**config.mk**
```make
export PLATFORM = sky130hd
export DESIGN_NAME = h_bridge_dead_time_drive
export DESIGN_NICKNAME = d
export VERILOG_FILES = /design/src/hdl/hbd_pkg.sv /design/src/hdl/hbd_wheel.sv /design/src/hdl/hbd_duty.sv /design/src/hdl/h_bridge_dead_time_drive.sv
export SDC_FILE = /design/constraint.sdc
export NUM_CORES = 2
export LEC_CHECK = 0
export ABC_CLOCK_PERIOD_IN_PS = 11900
export BUFFER_PORTS_ARGS = -buffer_cell sky130_fd_sc_hd__buf_2
export CAP_MARGIN = 20
export CORE_UTILIZATION = 30
export DETAILED_ROUTE_END_ITERATION = 6
export PLACE_DENSITY = 0.45
export SYNTH_ARGS = -nofsm -noshare
export SYNTH_HDL_FRONTEND = slang
export SYNTH_HIERARCHICAL = 1
export SYNTH_SLANG_ARGS = --single-unit
```
**constraint.sdc**
```tcl
create_clock -name clk -period 11.9 [get_ports clk]
set_input_delay 0.595 -clock clk [delete_from_list [all_inputs] [get_ports clk]]
set_output_delay 0.595 -clock clk [all_outputs]
set_load 0.05 [all_outputs]
```
**src/hdl/hbd_pkg.sv**
```systemverilog
// ----------------------------------------------------------------------------
// hbd_pkg: shared types and constants of the two-wheel h-bridge drive
// Request kinds, duty actions, per-wheel pin state and pipeline enables.
// ----------------------------------------------------------------------------
package hbd_pkg;

  localparam int PERIOD_W = 17;
  localparam int DT_W     = 8;
  localparam int PCT_W    = 16;
  localparam int TIME_W   = 32;
  localparam int MAG_W    = 7;
  localparam int PROD_W   = 24;
  localparam int RECIP_W  = 26;
  localparam int T_W      = PROD_W + RECIP_W;
  localparam int CFG_A_W  = 1;

  localparam logic signed [PCT_W-1:0] PCT_LIMIT = 16'sd100;
  localparam logic [PROD_W-1:0]       DIV_K     = 24'd100;
  // floor(2^32 / 100), quotient estimate is exact or one short
  localparam logic [RECIP_W-1:0]      RECIP     = 26'd42949672;
  localparam int                      RECIP_SH  = 32;

  localparam logic [PERIOD_W-1:0] PERIOD_RST = 17'd1000;
  localparam logic [DT_W-1:0]     DT_RST     = 8'd1;

  localparam logic [CFG_A_W-1:0] CFG_PWM_PERIOD = 1'b0;
  localparam logic [CFG_A_W-1:0] CFG_DEAD_TIME  = 1'b1;

  typedef enum logic [1:0] {
    REQ_BOTH  = 2'd0,
    REQ_LEFT  = 2'd1,
    REQ_RIGHT = 2'd2,
    REQ_BRAKE = 2'd3
  } req_t;

  typedef enum logic [1:0] {
    DUTY_KEEP = 2'd0,
    DUTY_ZERO = 2'd1,
    DUTY_FULL = 2'd2,
    DUTY_CALC = 2'd3
  } duty_op_t;

  typedef struct packed {
    logic              fwd;
    logic              rev;
    logic signed [1:0] dir_rpt;
  } wheel_ctrl_t;

  typedef struct packed {
    logic en1;
    logic en2;
    logic en3;
  } pipe_en_t;

endpackage

```
**src/hdl/hbd_wheel.sv**
```systemverilog
// ----------------------------------------------------------------------------
// hbd_wheel: direction and dead-time control of one wheel
// Holds the wheel's direction state and neutral interval, updates it on each
// accepted beat that addresses the wheel and tells the duty lane what to do
// with the compare value.
module hbd_wheel (
  input  logic                                 clk,
  input  logic                                 rst,
  input  logic                                 take_drive,
  input  logic                                 take_brake,
  input  logic signed [hbd_pkg::PCT_W-1:0]     pct,
  input  logic        [hbd_pkg::TIME_W-1:0]    now_ms,
  input  logic        [hbd_pkg::DT_W-1:0]      dead_time_ms,
  output hbd_pkg::wheel_ctrl_t                 ctrl_next,
  output hbd_pkg::duty_op_t                    op,
  output logic        [hbd_pkg::MAG_W-1:0]     mag
);

  logic signed [1:0]                 held_dir, held_dir_next;
  logic                              pending, pending_next;
  logic                              started, started_next;
  logic [hbd_pkg::TIME_W-1:0]        start_time, start_time_next;
  hbd_pkg::wheel_ctrl_t              ctrl, ctrl_sel;

  logic signed [hbd_pkg::PCT_W-1:0]  clamped;
  logic signed [hbd_pkg::PCT_W-1:0]  abs_pct;
  logic signed [1:0]                 dir;
  logic [hbd_pkg::TIME_W-1:0]        elapsed;

  always_comb begin
    if (pct > hbd_pkg::PCT_LIMIT) begin
      clamped = hbd_pkg::PCT_LIMIT;
    end else if (pct < -hbd_pkg::PCT_LIMIT) begin
      clamped = -hbd_pkg::PCT_LIMIT;
    end else begin
      clamped = pct;
    end
    abs_pct = clamped[hbd_pkg::PCT_W-1] ? -clamped : clamped;
    mag     = abs_pct[hbd_pkg::MAG_W-1:0];
    if (clamped[hbd_pkg::PCT_W-1]) begin
      dir = -2'sd1;
    end else if (clamped != '0) begin
      dir = 2'sd1;
    end else begin
      dir = 2'sd0;
    end
    elapsed = now_ms - start_time;
  end

  always_comb begin
    held_dir_next    = held_dir;
    pending_next     = pending;
    started_next     = started;
    start_time_next  = start_time;
    ctrl_sel         = ctrl;
    op               = hbd_pkg::DUTY_KEEP;
    if (take_brake) begin
      ctrl_sel.fwd     = 1'b0;
      ctrl_sel.rev     = 1'b0;
      held_dir_next    = 2'sd0;
      pending_next     = 1'b1;
      started_next     = 1'b0;
      op               = hbd_pkg::DUTY_FULL;
    end else if (take_drive) begin
      // neutral unless the command can be applied
      ctrl_sel.fwd     = 1'b0;
      ctrl_sel.rev     = 1'b0;
      held_dir_next    = 2'sd0;
      op               = hbd_pkg::DUTY_ZERO;
      if (dir == 2'sd0 || (pending && !started)) begin
        if (pending && !started) begin
          started_next    = 1'b1;
          start_time_next = now_ms;
        end
      end else if (pending && elapsed < {{(hbd_pkg::TIME_W-hbd_pkg::DT_W){1'b0}},
                                         dead_time_ms}) begin
        // still inside the dead time
      end else if (held_dir != 2'sd0 && dir != held_dir) begin
        // reversal opens a neutral interval now
        pending_next    = 1'b1;
        started_next    = 1'b1;
        start_time_next = now_ms;
      end else begin
        pending_next     = 1'b0;
        started_next     = 1'b0;
        ctrl_sel.fwd     = (dir == 2'sd1);
        ctrl_sel.rev     = (dir == -2'sd1);
        ctrl_sel.dir_rpt = dir;
        held_dir_next    = dir;
        op               = hbd_pkg::DUTY_CALC;
      end
    end
    ctrl_next = ctrl_sel;
  end

  always_ff @(posedge clk) begin
    if (rst) begin
      held_dir     <= 2'sd0;
      pending      <= 1'b0;
      started      <= 1'b0;
      start_time   <= '0;
      ctrl.fwd     <= 1'b0;
      ctrl.rev     <= 1'b0;
      ctrl.dir_rpt <= 2'sd1;
    end else begin
      held_dir    <= held_dir_next;
      pending     <= pending_next;
      started     <= started_next;
      start_time  <= start_time_next;
      ctrl        <= ctrl_sel;
    end
  end

endmodule

```
**src/hdl/hbd_duty.sv**
```systemverilog
// ----------------------------------------------------------------------------
// hbd_duty: duty arithmetic lane of one wheel
// period * magnitude, then division by 100 through a reciprocal multiply and
// a single remainder correction, over three registered stages.
// ----------------------------------------------------------------------------
module hbd_duty (
  input  logic                                clk,
  input  hbd_pkg::pipe_en_t                   en,
  input  hbd_pkg::duty_op_t                   op,
  input  logic [hbd_pkg::PERIOD_W-1:0]        period,
  input  logic [hbd_pkg::MAG_W-1:0]           mag,
  output logic                                keep,
  output logic [hbd_pkg::PERIOD_W-1:0]        duty
);

  hbd_pkg::duty_op_t               op1, op2, op3;
  logic [hbd_pkg::PERIOD_W-1:0]    per1, per2, per3;
  logic [hbd_pkg::MAG_W-1:0]       mag1;
  logic [hbd_pkg::PROD_W-1:0]      prod2, prod3;
  logic [hbd_pkg::T_W-1:0]         recip3;

  logic [hbd_pkg::PERIOD_W-1:0]    quot_est;
  logic [hbd_pkg::PROD_W-1:0]      rem;
  logic [hbd_pkg::PERIOD_W-1:0]    quot;

  always_ff @(posedge clk) begin
    if (en.en1) begin
      op1  <= op;
      per1 <= period;
      mag1 <= mag;
    end
    if (en.en2) begin
      op2   <= op1;
      per2  <= per1;
      prod2 <= hbd_pkg::PROD_W'(per1) * hbd_pkg::PROD_W'(mag1);
    end
    if (en.en3) begin
      op3    <= op2;
      per3   <= per2;
      prod3  <= prod2;
      recip3 <= hbd_pkg::T_W'(prod2) * hbd_pkg::T_W'(hbd_pkg::RECIP);
    end
  end

  always_comb begin
    quot_est = recip3[hbd_pkg::RECIP_SH +: hbd_pkg::PERIOD_W];
    rem      = prod3 - hbd_pkg::PROD_W'(quot_est * hbd_pkg::DIV_K);
    quot     = (rem >= hbd_pkg::DIV_K) ? quot_est + 1'b1 : quot_est;
    keep     = (op3 == hbd_pkg::DUTY_KEEP);
    case (op3)
      hbd_pkg::DUTY_FULL: duty = per3;
      hbd_pkg::DUTY_CALC: duty = quot;
      default:            duty = '0;
    endcase
  end

endmodule

```
**src/hdl/h_bridge_dead_time_drive.sv**
```systemverilog
// ----------------------------------------------------------------------------
// h_bridge_dead_time_drive: two-wheel h-bridge drive with dead time
// Speed, single-wheel and brake requests in, pin levels and pwm compare
// values for both wheels out.
// ----------------------------------------------------------------------------
// One beat is taken every clock cycle unless the output holds back the stages,
// and each request's result beat passes four registers (three duty stages
// and the output register) before it is offered. Direction, dead-time and pin
// state of each wheel are updated in the cycle the request is taken; the
// compare value then runs through two multiply stages (period times speed,
// reciprocal of 100) and a remainder correction in each wheel's duty lane
// before it is merged into the output register. A wheel that a request does
// not address keeps its last compare value and pins. Registers: index 0 pwm
// period in ticks (reset 1000), index 1 dead time in ms (reset 1); write them
// only while idle.
module h_bridge_dead_time_drive (
  input  logic        clk,
  input  logic        rst,
  input  logic        s_axis_tvalid,
  output logic        s_axis_tready,
  // left_cmd [15:0], right_cmd [31:16], now_ms [63:32]
  input  logic [63:0] s_axis_tdata,
  // req_type [1:0]
  input  logic [1:0]  s_axis_tuser,
  output logic        m_axis_tvalid,
  input  logic        m_axis_tready,
  // left_duty [16:0], left_fwd [17], left_rev [18], left_dir_report [20:19],
  // right_duty [37:21], right_fwd [38], right_rev [39],
  // right_dir_report [41:40], zero [47:42]
  output logic [47:0] m_axis_tdata,
  input  logic                               cfg_we,
  input  logic [hbd_pkg::CFG_A_W-1:0]        cfg_addr,
  input  logic [hbd_pkg::PERIOD_W-1:0]       cfg_wdata
);

  logic [hbd_pkg::PERIOD_W-1:0] pwm_period;
  logic [hbd_pkg::DT_W-1:0]     dead_time_ms;

  hbd_pkg::req_t     req;
  logic              accept;
  logic              take_drive [2];
  logic              take_brake;
  logic signed [hbd_pkg::PCT_W-1:0] pct [2];

  hbd_pkg::wheel_ctrl_t ctrl_next [2];
  hbd_pkg::duty_op_t    op [2];
  logic [hbd_pkg::MAG_W-1:0]    mag [2];
  logic                         keep [2];
  logic [hbd_pkg::PERIOD_W-1:0] duty [2];

  hbd_pkg::wheel_ctrl_t ctrl1 [2];
  hbd_pkg::wheel_ctrl_t ctrl2 [2];
  hbd_pkg::wheel_ctrl_t ctrl3 [2];
  hbd_pkg::wheel_ctrl_t out_ctrl [2];
  logic [hbd_pkg::PERIOD_W-1:0] out_duty [2];
  logic v1, v2, v3, out_valid;
  logic en_out;
  hbd_pkg::pipe_en_t en;

  always_ff @(posedge clk) begin
    if (rst) begin
      pwm_period   <= hbd_pkg::PERIOD_RST;
      dead_time_ms <= hbd_pkg::DT_RST;
    end else if (cfg_we) begin
      unique case (cfg_addr)
        hbd_pkg::CFG_PWM_PERIOD: pwm_period   <= cfg_wdata;
        hbd_pkg::CFG_DEAD_TIME:  dead_time_ms <= cfg_wdata[hbd_pkg::DT_W-1:0];
      endcase
    end
  end

  // stage enables, a bubble lets the stage behind it move
  always_comb begin
    en_out = !out_valid || m_axis_tready;
    en.en3 = !v3 || en_out;
    en.en2 = !v2 || en.en3;
    en.en1 = !v1 || en.en2;
  end

  // no beat is taken while in reset
  assign s_axis_tready = en.en1 && !rst;
  assign accept        = s_axis_tvalid && s_axis_tready;
  assign req           = hbd_pkg::req_t'(s_axis_tuser);
  assign take_brake    = accept && (req == hbd_pkg::REQ_BRAKE);
  assign take_drive[0] = accept && (req == hbd_pkg::REQ_BOTH || req == hbd_pkg::REQ_LEFT);
  assign take_drive[1] = accept && (req == hbd_pkg::REQ_BOTH || req == hbd_pkg::REQ_RIGHT);
  assign pct[0]        = s_axis_tdata[15:0];
  assign pct[1]        = s_axis_tdata[31:16];

  for (genvar w = 0; w < 2; w++) begin : g_lane
    hbd_wheel u_wheel (
      .clk          (clk),
      .rst          (rst),
      .take_drive   (take_drive[w]),
      .take_brake   (take_brake),
      .pct          (pct[w]),
      .now_ms       (s_axis_tdata[63:32]),
      .dead_time_ms (dead_time_ms),
      .ctrl_next    (ctrl_next[w]),
      .op           (op[w]),
      .mag          (mag[w])
    );

    hbd_duty u_duty (
      .clk    (clk),
      .en     (en),
      .op     (op[w]),
      .period (pwm_period),
      .mag    (mag[w]),
      .keep   (keep[w]),
      .duty   (duty[w])
    );

    always_ff @(posedge clk) begin
      if (en.en1) ctrl1[w] <= ctrl_next[w];
      if (en.en2) ctrl2[w] <= ctrl1[w];
      if (en.en3) ctrl3[w] <= ctrl2[w];
    end

    // merge: an unaddressed wheel keeps the compare value last sent
    always_ff @(posedge clk) begin
      if (rst) begin
        out_duty[w]         <= '0;
        out_ctrl[w].fwd     <= 1'b0;
        out_ctrl[w].rev     <= 1'b0;
        out_ctrl[w].dir_rpt <= 2'sd1;
      end else if (en_out && v3) begin
        out_ctrl[w] <= ctrl3[w];
        if (!keep[w]) out_duty[w] <= duty[w];
      end
    end
  end

  always_ff @(posedge clk) begin
    if (rst) begin
      v1        <= 1'b0;
      v2        <= 1'b0;
      v3        <= 1'b0;
      out_valid <= 1'b0;
    end else begin
      if (en.en1) v1 <= s_axis_tvalid;
      if (en.en2) v2 <= v1;
      if (en.en3) v3 <= v2;
      if (en_out) out_valid <= v3;
    end
  end

  assign m_axis_tvalid = out_valid;
  assign m_axis_tdata  = {6'd0,
                          out_ctrl[1].dir_rpt, out_ctrl[1].rev, out_ctrl[1].fwd, out_duty[1],
                          out_ctrl[0].dir_rpt, out_ctrl[0].rev, out_ctrl[0].fwd, out_duty[0]};

`ifndef ASSERT_OFF
  // both bridge inputs of a wheel are never driven together
  a_no_shoot_through: assert property (@(posedge clk) disable iff (rst)
    !(out_ctrl[0].fwd && out_ctrl[0].rev) && !(out_ctrl[1].fwd && out_ctrl[1].rev))
    else $error("bridge forward and reverse high together");

  // a brake leaves both wheels with all pins low
  a_brake_neutral: assert property (@(posedge clk) disable iff (rst)
    take_brake |=> (!ctrl1[0].fwd && !ctrl1[0].rev && !ctrl1[1].fwd && !ctrl1[1].rev))
    else $error("brake beat left a bridge pin high");

  // a computed left duty always comes with exactly one left pin driven
  a_calc_has_dir: assert property (@(posedge clk) disable iff (rst)
    (accept && op[0] == hbd_pkg::DUTY_CALC) |-> (ctrl_next[0].fwd ^ ctrl_next[0].rev))
    else $error("left duty applied without a direction");
`endif

endmodule

```
# Word-level counts from Yosys, hierarchy flattened
# Memories as Yosys holds them, arrays and structs flattened.
# Cells that the tools add are included.
# classes
n_addsub,8
n_mul,6
magnitude_cmp,8
n_eq_ne,21
n_mux,85
bitwise_logic,8
n_reduce_logical,51
# op_table
operator,count
$mux W32,8
$mul A24 B23 Y46 const B,2
$mux W17,4
$pmux W17 S2,2
$lt A32 B8 Y1,2
$mux W16,4
$sub A32 B32 Y32,2
$ge A24 B7 Y1 const B,2
$mul A17 B7 Y24,2
$sub A24 B24 Y24,2
$mul A17 B5 Y22 const B,2
$mux W2,20
$mux W4,10
$mux W1,35
$add A17 B1 Y17 const B,2
$gt A16 B8 Y1 const B,2
$lt A16 B8 Y1 const B,2
$reduce_bool A16 Y1,2
$eq A2 B2 Y1 const B,8
$mux W7,2
$neg A7 Y7,2
$logic_and A1 B1 Y1,12
$ne A2 B1 Y1 const B,6
$reduce_and A3 Y1,4
12 further kinds,48
# totals
reg_bits,374
mem_bits_rw,66
output_inout_bits,50
memories,5
# mem_list
memory,depth,width,read_ports,rd_clocked_by_memory_dff,write_ports,line_no,text
out_duty,2,17,2,0,2,h_bridge_dead_time_drive.sv:55,logic [hbd_pkg::PERIOD_W-1:0] out_duty [2];
ctrl1,2,4,2,0,2,h_bridge_dead_time_drive.sv:51,hbd_pkg::wheel_ctrl_t ctrl1 [2];
ctrl2,2,4,2,0,2,h_bridge_dead_time_drive.sv:52,hbd_pkg::wheel_ctrl_t ctrl2 [2];
ctrl3,2,4,2,0,2,h_bridge_dead_time_drive.sv:53,hbd_pkg::wheel_ctrl_t ctrl3 [2];
out_ctrl,2,4,2,0,2,h_bridge_dead_time_drive.sv:54,hbd_pkg::wheel_ctrl_t out_ctrl [2];

# Longest topological paths before layout
# depth
ltp_word,13
ltp_mapped,31
ltp_nobuf,29

# Modules after synthesis
# Netlist, hierarchy kept.
# modules_own_cells
module,n_inst,cells_per_inst,area_each_um2,seq_area_each_um2
hbd_duty (g_lane[1].u_duty),1,1886,19971.7,3813.7
hbd_duty (g_lane[0].u_duty),1,1791,19421.1,3813.7
hbd_wheel (g_lane[0].u_wheel),1,688,4867.2,800.8
hbd_wheel (g_lane[1].u_wheel),1,617,4398.0,800.8
h_bridge_dead_time_drive,1,260,3505.9,2562.5

# Least setup slack after synthesis
# No wires, ideal clock.
# synth_path
path_type,reg2reg
startpoint,register g_lane[0].u_duty/prod2[9] (netlist bit)
endpoint,"register g_lane[0].u_duty/recip3[48] (netlist bit), data pin"
setup_time_ns,0.260
arrival_time_ns,6.358
t_required_ns,11.640
setup_slack_ns,5.282
stages_incl_launch_ff,22
synth_period_minus_slack_ns,6.618
cell_sequence,edfxtp_1 ha_1 fa_1 fa_1 fa_1 inv_1 fa_1 inv_1 fa_1 fa_1 ha_1 a21o_1 a21o_1 a21o_1 a211oi_1 o211ai_1 nor4b_1 o21ai_0 a21oi_1 a211o_1 a21oi_1 xnor2_1
# synth_via
elab_chain_cells,1
# synth_rtl
element,line_no,text
start: declaration,hbd_duty.sv:19,"logic [hbd_pkg::PROD_W-1:0] prod2, prod3;"
start signal: assignment,hbd_duty.sv:35,prod2 <= hbd_pkg::PROD_W'(per1) * hbd_pkg::PROD_W'(mag1);
$mul A24 B23 Y46,hbd_duty.sv:41,recip3 <= hbd_pkg::T_W'(prod2) * hbd_pkg::T_W'(hbd_pkg::RECIP);
end signal: assignment,hbd_duty.sv:41,
end: declaration,hbd_duty.sv:20,logic [hbd_pkg::T_W-1:0] recip3;
# No other way between the ends.
# A chain may end at the register's enable or synchronous reset.

# Worst setup path in the final report
# layout_path
startpoint,register g_lane[0].u_duty/prod2[9] (netlist bit)
endpoint,"register g_lane[0].u_duty/recip3[46] (netlist bit), data pin"
# The elaborated chain is that of the path after synthesis.

==> out/metrics.cfg <==
[run_status]
status = completed

[global_route]
grt_max_degree = 67
grt_usage_pct = 16.7
grt_pass1_wl_um = 227000
antenna_found_initial = 8
overflow = 0
grt_pass1_vias = 38700

[worst_setup_path]
r2r.worst_path.cells = 21
r2r_slack_ns = 4.33
timing.critical_path.to = g_lane[0].u_duty/recip3[46]
worst_path_max_delay_cell = nor4b_1
required_ns = 12.32
worstSetupStartpointType = register
slowest_delay_ns = 0.81
critPathBufInv = 4
rr_startpoint = g_lane[0].u_duty/prod2[9]
crit_family = adder cells
criticalPathCategory = register to register
worst-path-stages = 21
arrival_ns = 7.99
crit_path_max_fanout = 11
crit_chain = fa_1, ha_1, inv_1, fa_1, inv_1, fa_1, inv_1, fa_1, inv_1, fa_1, fa_1, ha_1, nand2_1, or3_1, o21a_1, nor4b_1, o21ai_0, a211oi_1, o21a_1, nor2_1, xnor2_1
path_common_cell = fa_1
end_kind = register
worstSetupStartpoint = g_lane[0].u_duty/prod2[9]
rr_endpoint = g_lane[0].u_duty/recip3[46]

[timing]
hold_viol = 0
fmax_ghz = 0.132
rsz0062_at_grt = false
setup_viol = 0
worst_pin_slew_ns = 0.997
slew-limit-headroom_pct = 33.5
period_needed_ns = 7.57
maxSlewViolCount = 0
period_share_pct = 63.6
tns_ns = 0
clock-skew-final_ns = 0.0752

[cells_and_area]
fin_cells = 7708
multi_input_area_mm2 = 0.0366
utilization_pct = 33.3
nFillCells = 17700
layout_commonest_cell = ha_1
area_growth_pct = 9.93
nNetsFinal = 6845
ff_latch_area_mm2 = 0.0118
mostFrequentLayoutCells = 838 x ha_1, 836 x inv_1, 568 x fa_1
drive_above_1_share_pct = 6.56

[clocking]
post_cts_buffers = 0
cts_sinks = 429
clk_path_buf_depth = 3
post_cts_resized = 0
htreeDepth = 2
clkLatencyLatePin_ns = 0.67
path_clk_slew_ns = 0.06
cts_tree = yes
hold_buffers = 0
cts_buffers = 56
clock-root-buffer = clkbuf_16

[synth]
avgSynthCellArea_um2 = 9.95
ys_types = 115
synth_ff_type = edfxtp_1
synth-seq-cells = 429
yosysSeqAreaShare_pct = 22.6
syn_area_mm2 = 0.0522
yosys_warnings = 6
synthArstFlopShare_pct = 0
netlist_instances = 5242
synth_edf_count = 320

[routing]
dr.first_iter.drc_count = 1958
drc = 0
vias_per_cell = 4.83
ant_nets = 0
dr.pass1.iters = 5
via_count = 37300
wirelength_um = 145000
avgRoutedWirePerCell_um = 18.8

[run]
maxCapViolations = 0

[place]
gp_congestion = 0.888
placement.io_buffers = 132
placed_cells = 7599
dp_hpwl_um = 119000

[min_path]
holdCritPathClass = input port to register
hold_start = cfg_wdata[11]

[floorplanning]
die-area_mm2 = 0.176
core_mm2 = 0.172
rows = 152
io_pins = 139
initial_core_util_pct = 30.3
die_w_um = 419
die_h_um = 419

cells in the mapped netlist, types with 12 or more instances:
master	n	area (um^2)
buf_6	17	191
a21oi_1	214	1070
xor2_1	58	508
ha_1	838	10500
a211o_1	19	166
nand2_1	520	1950
xnor2_1	88	771
nor2b_1	35	219
or2_2	18	113
and2_1	130	813
nor3_1	71	355
o211ai_1	34	255
or3_1	31	194
a21o_1	82	616
and3_1	34	213
buf_4	13	97.6
inv_1	839	3150
fa_1	568	11400
dfxtp_1	109	2180
or4_1	12	90.1
edfxtp_1	320	9610
o21bai_1	13	97.6
nor2_1	207	777
a311oi_1	17	149
mux2i_1	77	771
o21ai_0	149	746
nor4_1	31	194
nand3_1	96	480
buf_2	24	120
nand2b_1	47	294
nand3b_1	13	97.6
nor3b_1	13	97.6
o31ai_1	15	113
o22ai_1	17	106
o21ai_1	22	110
a31oi_1	44	275
o21a_1	53	398
nand4_1	53	332
a211oi_1	23	173
clkbuf_1	57	214
worst reg2reg max path, cell delays in order (launching register included):
cell,delay [ns]
edfxtp_1,0.78
fa_1,0.54
ha_1,0.30
inv_1,0.05
fa_1,0.48
inv_1,0.06
fa_1,0.53
inv_1,0.06
fa_1,0.53
inv_1,0.06
fa_1,0.51
fa_1,0.50
ha_1,0.33
nand2_1,0.08
or3_1,0.39
o21a_1,0.22
nor4b_1,0.81
o21ai_0,0.35
a211oi_1,0.40
o21a_1,0.19
nor2_1,0.05
xnor2_1,0.12
layer usage:
layer | GRT usage [%] | routed length [um] | up-vias
li1 | - | - | 18200
met1 | 22.6 | 67900 | 18400
met2 | 28.0 | 68200 | 538
met3 | 1.86 | 4390 | 155
met4 | 4.59 | 4220 | 14
met5 | 0 | 82 | -
area by class of cell:
class                   count  share of cell area, %
clock inverters            33                  0.825
inverters                 839                   5.49
multi-input cells        3864                   63.9
diodes                      1                0.00436
repair buffers            160                   1.57
clock buffers              72                   2.62
flip-flops and latches    429                   20.6
well taps                2310                   5.04
sequential cells by signal, indices dropped and copies added, names as in the netlist, 8 cells and up:
register                   cells
g_lane.u_wheel/start_time     64
g_lane.u_duty/prod2           48
g_lane.u_duty/prod3           44
g_lane.u_duty/per1            34
g_lane.u_duty/per2            34
g_lane.u_duty/per3            34
g_lane.u_duty/recip3          34
out_duty                      34
pwm_period                    17
g_lane.u_duty/mag1            14
ctrl1                          8
ctrl2                          8
ctrl3                          8
dead_time_ms                   8
g_lane.u_wheel/ctrl            8
out_ctrl                       8
through the flow:
stage | instance area (um^2) | worst slack, ns | hold WS (ns)
after floorplan | 52200 | 5.28 | 0.400
after global placement | 55300 | 4.31 | 0.401
after detailed placement | 55300 | 4.12 | 0.405
after CTS | 57300 | 4.05 | 0.152
after global routing | 57300 | 3.74 | 0.186
final | 57300 | 4.33 | 0.194
kinds of logic (layout without fill, tap and decap cells):
kind of cell | count (synthesis) | in the layout | synth area share [%]
buffers and inverters | 954 | 1104 | 7.29
and+or+nand+nor | 1366 | 1366 | 12.9
DFF | 429 | 429 | 22.6
AOI/OAI and AO/OA | 858 | 858 | 11.2
other | 1 | 7 | 0.00719
adders and majority gates | 1406 | 1406 | 41.9
xor gates and xnor gates | 146 | 146 | 2.45
muxes | 82 | 82 | 1.59
worst min path at each step:
stage               cells after the start                              end  slack, ns
floorplan                               0                      ctrl2[0][0]       0.40
global placement                        0                      ctrl2[0][3]       0.40
detailed placement                      0                      ctrl3[0][1]       0.40
CTS                                     3  g_lane[1].u_wheel/start_time[0]       0.15
global route                            3  g_lane[0].u_wheel/start_time[0]       0.19
finish                                  3                   pwm_period[11]       0.19
Power is left out: the tool's default activity adds up to more than one toggle a clock period on the data nets, which glitch-free logic cannot reach.
